==> src/urlpd_pkg.sv <==
// ----------------------------------------------------------------------------
// urlpd_pkg
// Shared types, character codes and helper functions of the URL decoder.
// ----------------------------------------------------------------------------
package urlpd_pkg;

  localparam logic [7:0] CH_PERCENT = 8'h25;
  localparam logic [7:0] CH_PLUS    = 8'h2B;
  localparam logic [7:0] CH_SPACE   = 8'h20;

  localparam int unsigned GrpDepth = 3;

  // Result bytes caused by one item, slot 0 leaves first.
  typedef struct packed {
    logic [1:0]                   cnt;
    logic [GrpDepth-1:0][7:0]     data;
    logic                         last;
  } grp_t;

  function automatic logic is_hex(input logic [7:0] c);
    return (c >= 8'd48 && c <= 8'd57) || (c >= 8'd97 && c <= 8'd102) ||
           (c >= 8'd65 && c <= 8'd70);
  endfunction

  function automatic logic [3:0] hex_val(input logic [7:0] c);
    logic [7:0] d;
    d = 8'd0;
    if (c >= 8'd48 && c <= 8'd57) begin
      d = c - 8'd48;
    end else if (c >= 8'd97 && c <= 8'd102) begin
      d = c - 8'd87;
    end else if (c >= 8'd65 && c <= 8'd70) begin
      d = c - 8'd55;
    end
    return d[3:0];
  endfunction

  // Decoded values that stay escaped: alphanumerics and URL punctuation.
  function automatic logic keeps_escape(input logic [7:0] v);
    logic k;
    k = (v >= 8'd48 && v <= 8'd57) || (v >= 8'd97 && v <= 8'd122) ||
        (v >= 8'd65 && v <= 8'd90);
    unique case (v)
      8'h21, 8'h24, 8'h26, 8'h27, 8'h28, 8'h29,
      8'h2A, 8'h2B, 8'h2C, 8'h2D, 8'h2E, 8'h2F,
      8'h3A, 8'h3B, 8'h3D, 8'h3F, 8'h40, 8'h5F: k = 1'b1;
      default: k = k;
    endcase
    return k;
  endfunction

endpackage

==> src/urlpd_decode.sv <==
// ----------------------------------------------------------------------------
// urlpd_decode
// Escape tracking state and the per-item decode into a group of result bytes.
// ----------------------------------------------------------------------------
module urlpd_decode import urlpd_pkg::*; (
  input  logic       clk,
  input  logic       rst,
  input  logic [7:0] in_byte,
  input  logic       in_last,
  input  logic       take,
  output grp_t       grp
);

  typedef enum logic [1:0] {
    PH_IDLE  = 2'd0,
    PH_PCT   = 2'd1,
    PH_DIGIT = 2'd2
  } phase_t;

  phase_t     phase, phase_next;
  logic [7:0] first_digit, first_digit_next;

  logic [1:0] pre_n;
  logic [7:0] pre0, pre1;
  logic       do_plain;
  logic       pl_emit;
  logic [7:0] pl_byte;
  logic [7:0] dec_val;
  logic       b_hex;

  assign b_hex   = is_hex(in_byte);
  assign dec_val = {hex_val(first_digit), hex_val(in_byte)};

  // plain-text handling of the current byte
  always_comb begin
    pl_emit = 1'b1;
    pl_byte = in_byte;
    if (in_byte == CH_PERCENT) begin
      pl_emit = in_last;
    end else if (in_byte == CH_PLUS) begin
      pl_byte = CH_SPACE;
    end
  end

  always_comb begin
    pre_n            = 2'd0;
    pre0             = CH_PERCENT;
    pre1             = first_digit;
    do_plain         = 1'b0;
    phase_next       = PH_IDLE;
    first_digit_next = first_digit;
    grp.cnt          = 2'd0;
    grp.data         = '0;
    grp.last         = in_last;
    unique case (phase)
      PH_PCT: begin
        if (b_hex) begin
          if (in_last) begin
            grp.cnt     = 2'd2;
            grp.data[0] = CH_PERCENT;
            grp.data[1] = in_byte;
          end else begin
            phase_next       = PH_DIGIT;
            first_digit_next = in_byte;
          end
        end else begin
          pre_n    = 2'd1;
          do_plain = 1'b1;
        end
      end
      PH_DIGIT: begin
        if (b_hex) begin
          if (keeps_escape(dec_val)) begin
            grp.cnt     = 2'd3;
            grp.data[0] = CH_PERCENT;
            grp.data[1] = first_digit;
            grp.data[2] = in_byte;
          end else begin
            grp.cnt     = 2'd1;
            grp.data[0] = dec_val;
          end
        end else begin
          pre_n    = 2'd2;
          do_plain = 1'b1;
        end
      end
      default: begin
        do_plain = 1'b1;
      end
    endcase
    if (do_plain) begin
      grp.data[0] = pre0;
      grp.data[1] = pre1;
      grp.data[pre_n] = pl_byte;
      grp.cnt = pre_n + {1'b0, pl_emit};
      if (in_byte == CH_PERCENT && !in_last) begin
        phase_next = PH_PCT;
      end
    end
    if (in_last) begin
      phase_next = PH_IDLE;
    end
  end

  always_ff @(posedge clk) begin
    if (rst) begin
      phase       <= PH_IDLE;
      first_digit <= 8'd0;
    end else if (take) begin
      phase       <= phase_next;
      first_digit <= first_digit_next;
    end
  end

endmodule

==> src/urlpd_outq.sv <==
// ----------------------------------------------------------------------------
// urlpd_outq
// Group buffer of up to three bytes and the output register, one byte a cycle while out_ready allows.
// ----------------------------------------------------------------------------
module urlpd_outq import urlpd_pkg::*; (
  input  logic       clk,
  input  logic       rst,
  input  grp_t       grp_in,
  input  logic       load,
  output logic       can_load,
  output logic       out_valid,
  input  logic       out_ready,
  output logic [7:0] out_byte,
  output logic       out_last
);

  grp_t q;
  logic pop;

  assign pop      = (q.cnt != 2'd0) && (!out_valid || out_ready);
  assign can_load = (q.cnt == 2'd0) || (q.cnt == 2'd1 && pop);

  always_ff @(posedge clk) begin
    if (rst) begin
      q.cnt     <= 2'd0;
      out_valid <= 1'b0;
    end else begin
      if (load) begin
        q <= grp_in;
      end else if (pop) begin
        q.cnt  <= q.cnt - 2'd1;
        q.data <= {8'd0, q.data[GrpDepth-1:1]};
      end
      if (pop) begin
        out_valid <= 1'b1;
      end else if (out_ready) begin
        out_valid <= 1'b0;
      end
    end
  end

  always_ff @(posedge clk) begin
    if (pop) begin
      out_byte <= q.data[0];
      out_last <= q.last && (q.cnt == 2'd1);
    end
  end

endmodule

==> src/url_percent_decoder.sv <==
// ----------------------------------------------------------------------------
// url_percent_decoder
// Streaming URL percent-decoder, one text byte per item.
// ----------------------------------------------------------------------------
// Takes one byte per cycle while in_ready is high; results pass through the
// group buffer and then the output register. An item causes zero to three
// result bytes, handed on one a cycle while out_ready allows; in_ready stays
// low until the item's last byte moves on, so an item with one or no result
// leaves the input free while the output is taken. The output register lets
// a new item in while the previous result waits to be taken.
module url_percent_decoder import urlpd_pkg::*; (
  input  logic       clk,
  input  logic       rst,
  input  logic       in_valid,
  output logic       in_ready,
  input  logic [7:0] in_byte,
  input  logic       in_last,
  output logic       out_valid,
  input  logic       out_ready,
  output logic [7:0] out_byte,
  output logic       out_last
);

  grp_t grp;
  logic take;

  assign take = in_valid && in_ready;

  urlpd_decode u_decode (
    .clk     (clk),
    .rst     (rst),
    .in_byte (in_byte),
    .in_last (in_last),
    .take    (take),
    .grp     (grp)
  );

  urlpd_outq u_outq (
    .clk       (clk),
    .rst       (rst),
    .grp_in    (grp),
    .load      (take),
    .can_load  (in_ready),
    .out_valid (out_valid),
    .out_ready (out_ready),
    .out_byte  (out_byte),
    .out_last  (out_last)
  );

endmodule
==> config.mk <==
export PLATFORM = sky130hd
export DESIGN_NAME = url_percent_decoder
export DESIGN_NICKNAME = d
export VERILOG_FILES = /design/src/urlpd_pkg.sv /design/src/urlpd_decode.sv /design/src/urlpd_outq.sv /design/src/url_percent_decoder.sv
export SDC_FILE = /design/constraint.sdc
export NUM_CORES = 1
export LEC_CHECK = 0
export ABC_AREA = 0
export BUFFER_PORTS_ARGS = -buffer_cell sky130_fd_sc_hd__buf_2
export CAP_MARGIN = 20
export CORE_MARGIN = 2
export CORE_UTILIZATION = 54
export CTS_CLUSTER_DIAMETER = 30
export DETAILED_ROUTE_END_ITERATION = 8
export GPL_ROUTABILITY_DRIVEN = 0
export PLACE_DENSITY = 0.8
export SYNTH_ARGS = -nofsm -noshare
export SYNTH_HDL_FRONTEND = slang
export SYNTH_SLANG_ARGS = --single-unit
==> constraint.sdc <==
create_clock -name clk -period 3.5 [get_ports clk]
set_input_delay 0.525 -clock clk [delete_from_list [all_inputs] [get_ports clk]]
set_output_delay 0.525 -clock clk [all_outputs]
set_load 0.005 [all_outputs]
======== Yosys cells after proc, flatten, opt, wreduce, memory -nomap -nowiden ========
Index checks and enable logic that the tools add are counted.
word-level totals
  register bits ........................... 47
  bits in latches ......................... 0
  RAM bits ................................ 0
  bits in read-only memories .............. 0
  output and inout port bits .............. 11
  word-level logic and storage cells ...... 136
  memories ................................ 0
cells by class
  add/sub/neg operators ................... 8
  $mul .................................... 0
  divide/modulo/power cells ............... 0
  order comparisons ....................... 20
  equal/unequal tests ..................... 23
  shift operators ......................... 0
  mux-type cells .......................... 41
  bitwise gates (word level) .............. 2
  reduce and logical (&&, ||, !) cells .... 32
operators by type and width
  kind                   number
  $eq A8 B6 Y1 const B   18
  $mux W26               4
  $ge A8 B7 Y1 const B   6
  $le A8 B7 Y1 const B   6
  $mux W16               3
  $mux W8                5
  $pmux W16 S2           1
  $bwmux W24             1
  $ge A8 B6 Y1 const B   3
  $le A8 B6 Y1 const B   3
  $mux W4                6
  $mux W2                9
  $reduce_or A18 Y1      1
  $demux W8 S2           1
  $eq A8 B7 Y1 const B   2
  $sub A4 B3 Y4 const B  4
  $logic_and A1 B1 Y1    15
  $mux W1                9
  $pmux W2 S2            2
  $sub A4 B1 Y4 const B  2
  $logic_or A1 B1 Y1     6
  $reduce_bool A2 Y1     3
  $eq A2 B1 Y1 const B   2
  $reduce_and A2 Y1      2
  other kinds (10)       12

======== Depth between registers and ports, before layout ========
  word-level depth ........................ 18
  gate-level depth with buffers ........... 13

======== Modules after synthesis ========
A second synthesis with hierarchy kept.
second synthesis, totals
  cells, all modules ...................... 309
  area, all modules ....................... 3,179.3 sq um
by module, submodules not included
  module               times used  cells each  area an instance (sq um)  sequential area each (sq um)
  urlpd_decode         1           220         1,632.8                   200.2
  urlpd_outq           1           88          1,540.2                   1,081.0
  url_percent_decoder  1           1           6.3                       0.0

======== Worst setup path after synthesis ========
OpenSTA, ideal clock, no wires.
  path kind ............................... input port to flip-flop
  from .................................... input in_byte[1]
  to ...................................... register u_outq.q[1] (netlist name) (data pin)
  library setup time ...................... 0.256 ns
  arrival ................................. 3.070 ns
  path slack .............................. 0.173 ns
  stages on the path ...................... 12
  path buffers ............................ 1
  cell sequence ........................... clkbuf_1 > inv_1 > ha_1 > nor3b_1 > nor3_4 > a22o_1 > or4_4 > a21oi_2 > o32ai_2 > o211ai_4 > o221ai_2 > o22a_1
on the way
  longest elaborated chain between the ends .. 17
  elaborated cells between the ends (all ways) .. 71
  those cells by class .................... add/sub: 3; order compare: 14; eq/ne: 20; mux: 22; reduce/logical: 12
RTL lines
  item                                          RTL line                          source
  from (decl)                                   url_percent_decoder.sv:16         input logic [7:0] in_byte,
  $ge A8 B7 Y1 or $le A8 B7 Y1 (tied branches)  urlpd_pkg.sv:22, urlpd_pkg.sv:32
  $logic_and A1 B1 Y1                           urlpd_pkg.sv:22, urlpd_pkg.sv:32
  $mux W4                                       urlpd_pkg.sv:32                   end else if (c >= 8'd65 && c <= 8'd70) begin
  $mux W4                                       urlpd_pkg.sv:30                   end else if (c >= 8'd97 && c <= 8'd102) begin
  $mux W4                                       urlpd_pkg.sv:28                   if (c >= 8'd48 && c <= 8'd57) begin
  $ge A8 B6 Y1, or another cell as far along    urlpd_pkg.sv:41                   k = (v >= 8'd48 && v <= 8'd57) || (v >= 8'd97 && v <= 8'd122) ||
  $logic_and A1 B1 Y1                           urlpd_pkg.sv:41
  $logic_or A1 B1 Y1 (2 in a row)               urlpd_pkg.sv:41
  $mux W1                                       urlpd_pkg.sv:43                   unique case (v)
  $mux W1                                       urlpd_decode.sv:72                if (b_hex) begin
  $mux W1                                       urlpd_decode.sv:55                unique case (phase)
  $mux W8                                       urlpd_decode.sv:73                if (keeps_escape(dec_val)) begin
  $mux W26                                      urlpd_decode.sv:72
  $pmux W16 S2                                  urlpd_decode.sv:55
  $mux W26 *                                    urlpd_decode.sv:91                if (do_plain) begin
  $mux W26 *                                    urlpd_outq.sv:28                  if (load) begin
  to (signal assigned)                          urlpd_outq.sv:29                  q <= grp_in;
  to (decl)                                     urlpd_outq.sv:17                  grp_t q;
Mark *: on every way between the ends. The rest lies on a longest branch, timed or not. The select of a mux whose other input is x is not followed.
A chain may end at the register's enable or synchronous reset.

======== Worst setup path in the final report ========
  from .................................... register u_decode.first_digit[1]
  to ...................................... register u_outq.q[1] (netlist name) (data pin)
on the way
  longest elaborated chain between the ends .. 17
  elaborated cells between the ends (all ways) .. 53
  those cells by class .................... add/sub: 3; order compare: 12; eq/ne: 18; mux: 11; reduce/logical: 9
RTL lines
  item                                          RTL line             source
  from (decl)                                   urlpd_decode.sv:21   logic [7:0] first_digit, first_digit_next;
  from (signal assigned)                        urlpd_decode.sv:111  first_digit <= first_digit_next;
  $ge A8 B7 Y1 or $le A8 B7 Y1 (tied branches)  urlpd_pkg.sv:32
  $logic_and A1 B1 Y1                           urlpd_pkg.sv:32
  $mux W4                                       urlpd_pkg.sv:32
  $mux W4                                       urlpd_pkg.sv:30
  $mux W4 *                                     urlpd_pkg.sv:28
  $ge A8 B6 Y1, or another cell as far along    urlpd_pkg.sv:41
  $logic_and A1 B1 Y1                           urlpd_pkg.sv:41
  $logic_or A1 B1 Y1 (2 in a row)               urlpd_pkg.sv:41
  $mux W1 *                                     urlpd_pkg.sv:43
  $mux W1 *                                     urlpd_decode.sv:72
  $mux W1 *                                     urlpd_decode.sv:55
  $mux W8 *                                     urlpd_decode.sv:73
  $mux W26 *                                    urlpd_decode.sv:72
  $pmux W16 S2 *                                urlpd_decode.sv:55
  $mux W26 *                                    urlpd_decode.sv:91
  $mux W26 *                                    urlpd_outq.sv:28
Marks and branches as above.

==> flow_metrics.env <==
export IMPL_outcome="completed"
export IMPL_asyncSetResetFlopFracSynth_pct=0
export IMPL_layout_cells_non_filler=397
export IMPL_global_route_overflow_total=0
export IMPL_chipWidth_um=77.1
export IMPL_cts_resized=0
export IMPL_pre_cts_slack_ns=0.0506
export IMPL_timing_critical_path_required_ns=3.55
export IMPL_nets=351
export IMPL_post_synth_instance_area_sq_um=2890
export IMPL_fp_row_count=26
export IMPL_flow_area_growth_from_synthesis_pct=12.8
export IMPL_route_detailed_drc=0
export IMPL_yosys_cell_types_count=62
export IMPL_ys_ff_latch=47
export IMPL_maxSlewHeadroom_pct=61.9
export IMPL_fp_dieArea_sq_um=5950
export IMPL_antenna_found_initial=0
export IMPL_largest_net_degree_at_the_start_of_global_routing=25
export IMPL_placement_cell_area_sq_um=3120
export IMPL_clock_latency_ns=0.30
export IMPL_floorplan_die_height_um=77.1
export IMPL_synthFlopType="edfxtp_1"
export IMPL_cts_tree="yes"
export IMPL_drt_met1_wl_um=2800
export IMPL_design_portCount=24
export IMPL_timing_setup_tns_ns=0
export IMPL_criticalPathCategory="reg -> reg"
export IMPL_post_layout_total_power_uw=1850
export IMPL_cts_buffers=5
export IMPL_hold_viol_final=0
export IMPL_number_of_port_buffers=23
export IMPL_grt_setup_unrepaired="no"
export IMPL_end_kind="register"
export IMPL_start_util_pct=56.2
export IMPL_power_density_nw_per_um2=567
export IMPL_grt_total_usage_pct=24.3
export IMPL_finalInstanceArea_sq_um=3260
export IMPL_global_route_wire_length_before_repair_um=11400
export IMPL_highest_signal_layer="met4"
export IMPL_clock_buffer_depth=2
export IMPL_numPlacedInstances=389
export IMPL_leakagePower_uw=0.00114
export IMPL_clk_root_buffer_cell="clkbuf_8"
export IMPL_clock_tree_htree_level_count=2
export IMPL_final_clock_period_utilization_by_the_worst_path_pct=91.6
export IMPL_timing_hold_worst_class="reg -> reg"
export IMPL_cts_sink_count=47
export IMPL_ys_warnings_count=0
export IMPL_timing_final_crit_period_ns=3.21
export IMPL_clk_pin_slew_worst_paths_ns=0.08
export IMPL_number_of_detailed_routing_iterations_run_before_antenna_repair=6
export IMPL_ctsHoldBuffers=0
export IMPL_postSynthAreaPerCell_sq_um=9.69
export IMPL_drt_iter0_drc=315
export IMPL_met3RoutedLength_um=523
export IMPL_routed_via_count=2495
export IMPL_routed_wirelength_um=6760
export IMPL_routedWlPerCell_um=17.0
export IMPL_layout_drive_gt1_share_pct=18.3
export IMPL_via_per_inst=6.28
export IMPL_cts_repair_timing_setup_buffer_count=0
export IMPL_setup_worst_path_start_class="register"
export IMPL_antenna_diode_count=0
export IMPL_critPathMaxFanout=9
export IMPL_clock_fmax_ghz=0.312
export IMPL_dr_wl_met2_um=3240
export IMPL_report_final_slew_viol_count=0
export IMPL_mappedNetlistNets=323
export IMPL_vias_in_the_first_global_route=2290
export IMPL_maxCapViolations=0
export IMPL_postSynthCellCount=298
export IMPL_detailed_place_hpwl_um=4930
export IMPL_synth_enable_flop_cells=34
export IMPL_peakVddDrop_v=0.000294
export IMPL_worst_skew_ns=0.00432
export IMPL_worst_ep_arrival_time_ns=3.26
export IMPL_seq_area_frac_synth_pct=44.4
export IMPL_drtAntennaViolNets=0
export IMPL_final_setup_viols=0
export IMPL_fp_coreArea_sq_um=5140
export IMPL_postLayoutSetupSlackWorst_ns=0.294
export IMPL_tightestPinTransition_ns=0.570
-- final timing paths --
path / slack [ns] / startpoint / endpoint / cells after the start
worst max register to register: 0.29 / u_decode.first_digit[1] / u_outq.q[1] / 11
worst min register to register: 0.42 / u_outq.q[5] / u_outq.out_byte[4] / 0
worst min-delay path: 0.42 / u_outq.q[5] / u_outq.out_byte[4] / 0
worst max-delay path: 0.29 / u_decode.first_digit[1] / u_outq.q[1] / 11
-- cell type report --
cell class,count,area (sq um)
Clock inverter,2,60.1
Tap cell,70,87.6
Multi-Input combinational cell,222,1490
Timing Repair Buffer,36,213
Clock buffer,6,72.6
Fill cell,443,1880
Sequential cell,47,1280
Inverter,14,52.6
-- per-layer routing --
metal | track usage, % | vias up
met5 | 0 | -
met4 | 8.93 | 0
met3 | 4.82 | 24
met2 | 40.1 | 131
li1 | - | 1173
met1 | 31.6 | 1167
-- power breakdown --
| group | internal, uW | leakage [uW] | switching, uW |
|---|---|---|---|
| Sequential | 830 | 0.000433 | 45.3 |
| Clock | 285 | 0.0000654 | 174 |
| Combinational | 204 | 0.000643 | 308 |
-- per-stage QoR --
step	util [%]	hold slack, ns
2_1_floorplan	-	0.400
5_1_grt	63.4	0.439
4_1_cts	63.4	0.425
3_3_place_gp	60.8	0.402
6_report	63.4	0.423
3_5_place_dp	60.8	0.405
-- synthesized netlist by cell type (all sizes together) (3+ instances only) --
master	instances	area share (%)
a21oi	16	3.0
a22oi	4	1.0
a32oi	4	1.2
and2	9	2.0
and3	5	1.1
buf	3	0.69
clkbuf	12	1.6
dfxtp	13	9.0
edfxtp	34	35
ha	12	5.2
inv	14	1.8
mux2i	8	2.8
nand2	31	4.0
nand2b	5	1.1
nand3	7	1.2
nand3b	3	0.78
nand4	3	0.65
nor2	30	4.0
nor2b	5	1.1
nor3	6	1.4
o211ai	8	2.6
o21ai	14	2.4
o221a	4	1.6
o22a	3	0.91
o22ai	3	0.65
-- kinds of logic (layout without fill, tap and decap cells) --
group | after synthesis | count (layout) | share of synthesized area (%)
flops | 47 | 47 | 44.4
simple gates | 120 | 120 | 22.0
xor+xnor | 2 | 2 | 0.607
compound gates | 79 | 79 | 20.6
buf+inv | 29 | 58 | 4.07
mux | 9 | 9 | 3.16
fa+ha+maj | 12 | 12 | 5.20
-- sequential cells by signal, indices dropped and copies added (netlist names) --
name,cells
u_outq.q,27
u_decode.first_digit,8
u_outq.out_byte,8
u_decode.phase,2
u_outq.out_last,1
u_outq.out_valid,1
-- layout by cell type (no fill, tap or decap), types with 5 or more instances in the layout --
cell type	netlist	layout
ha_1	12	12
nand2b_1	5	5
nand2_1	31	31
mux2i_1	8	8
o211ai_1	7	7
o21ai_0	10	10
dfxtp_1	13	13
a21oi_1	14	14
nor3_1	5	5
clkbuf_8	0	5
nor2b_1	5	5
buf_2	1	23
and2_1	9	9
buf_4	0	13
and3_1	5	5
nor2_1	29	28
edfxtp_1	34	34
nand3_1	7	7
inv_1	14	14
-- critical path: stages, from the launching register on --
cell and delay (ns):
dfxtp_1 0.46, inv_1 0.16, ha_1 0.25, o21bai_1 0.16
a21oi_1 0.15, a31oi_1 0.46, nor3_1 0.18, a32oi_1 0.26
o32ai_2 0.14, o211ai_4 0.36, o221ai_2 0.17, o22a_1 0.20
Note: power is estimated with default switching activity, not from simulation.
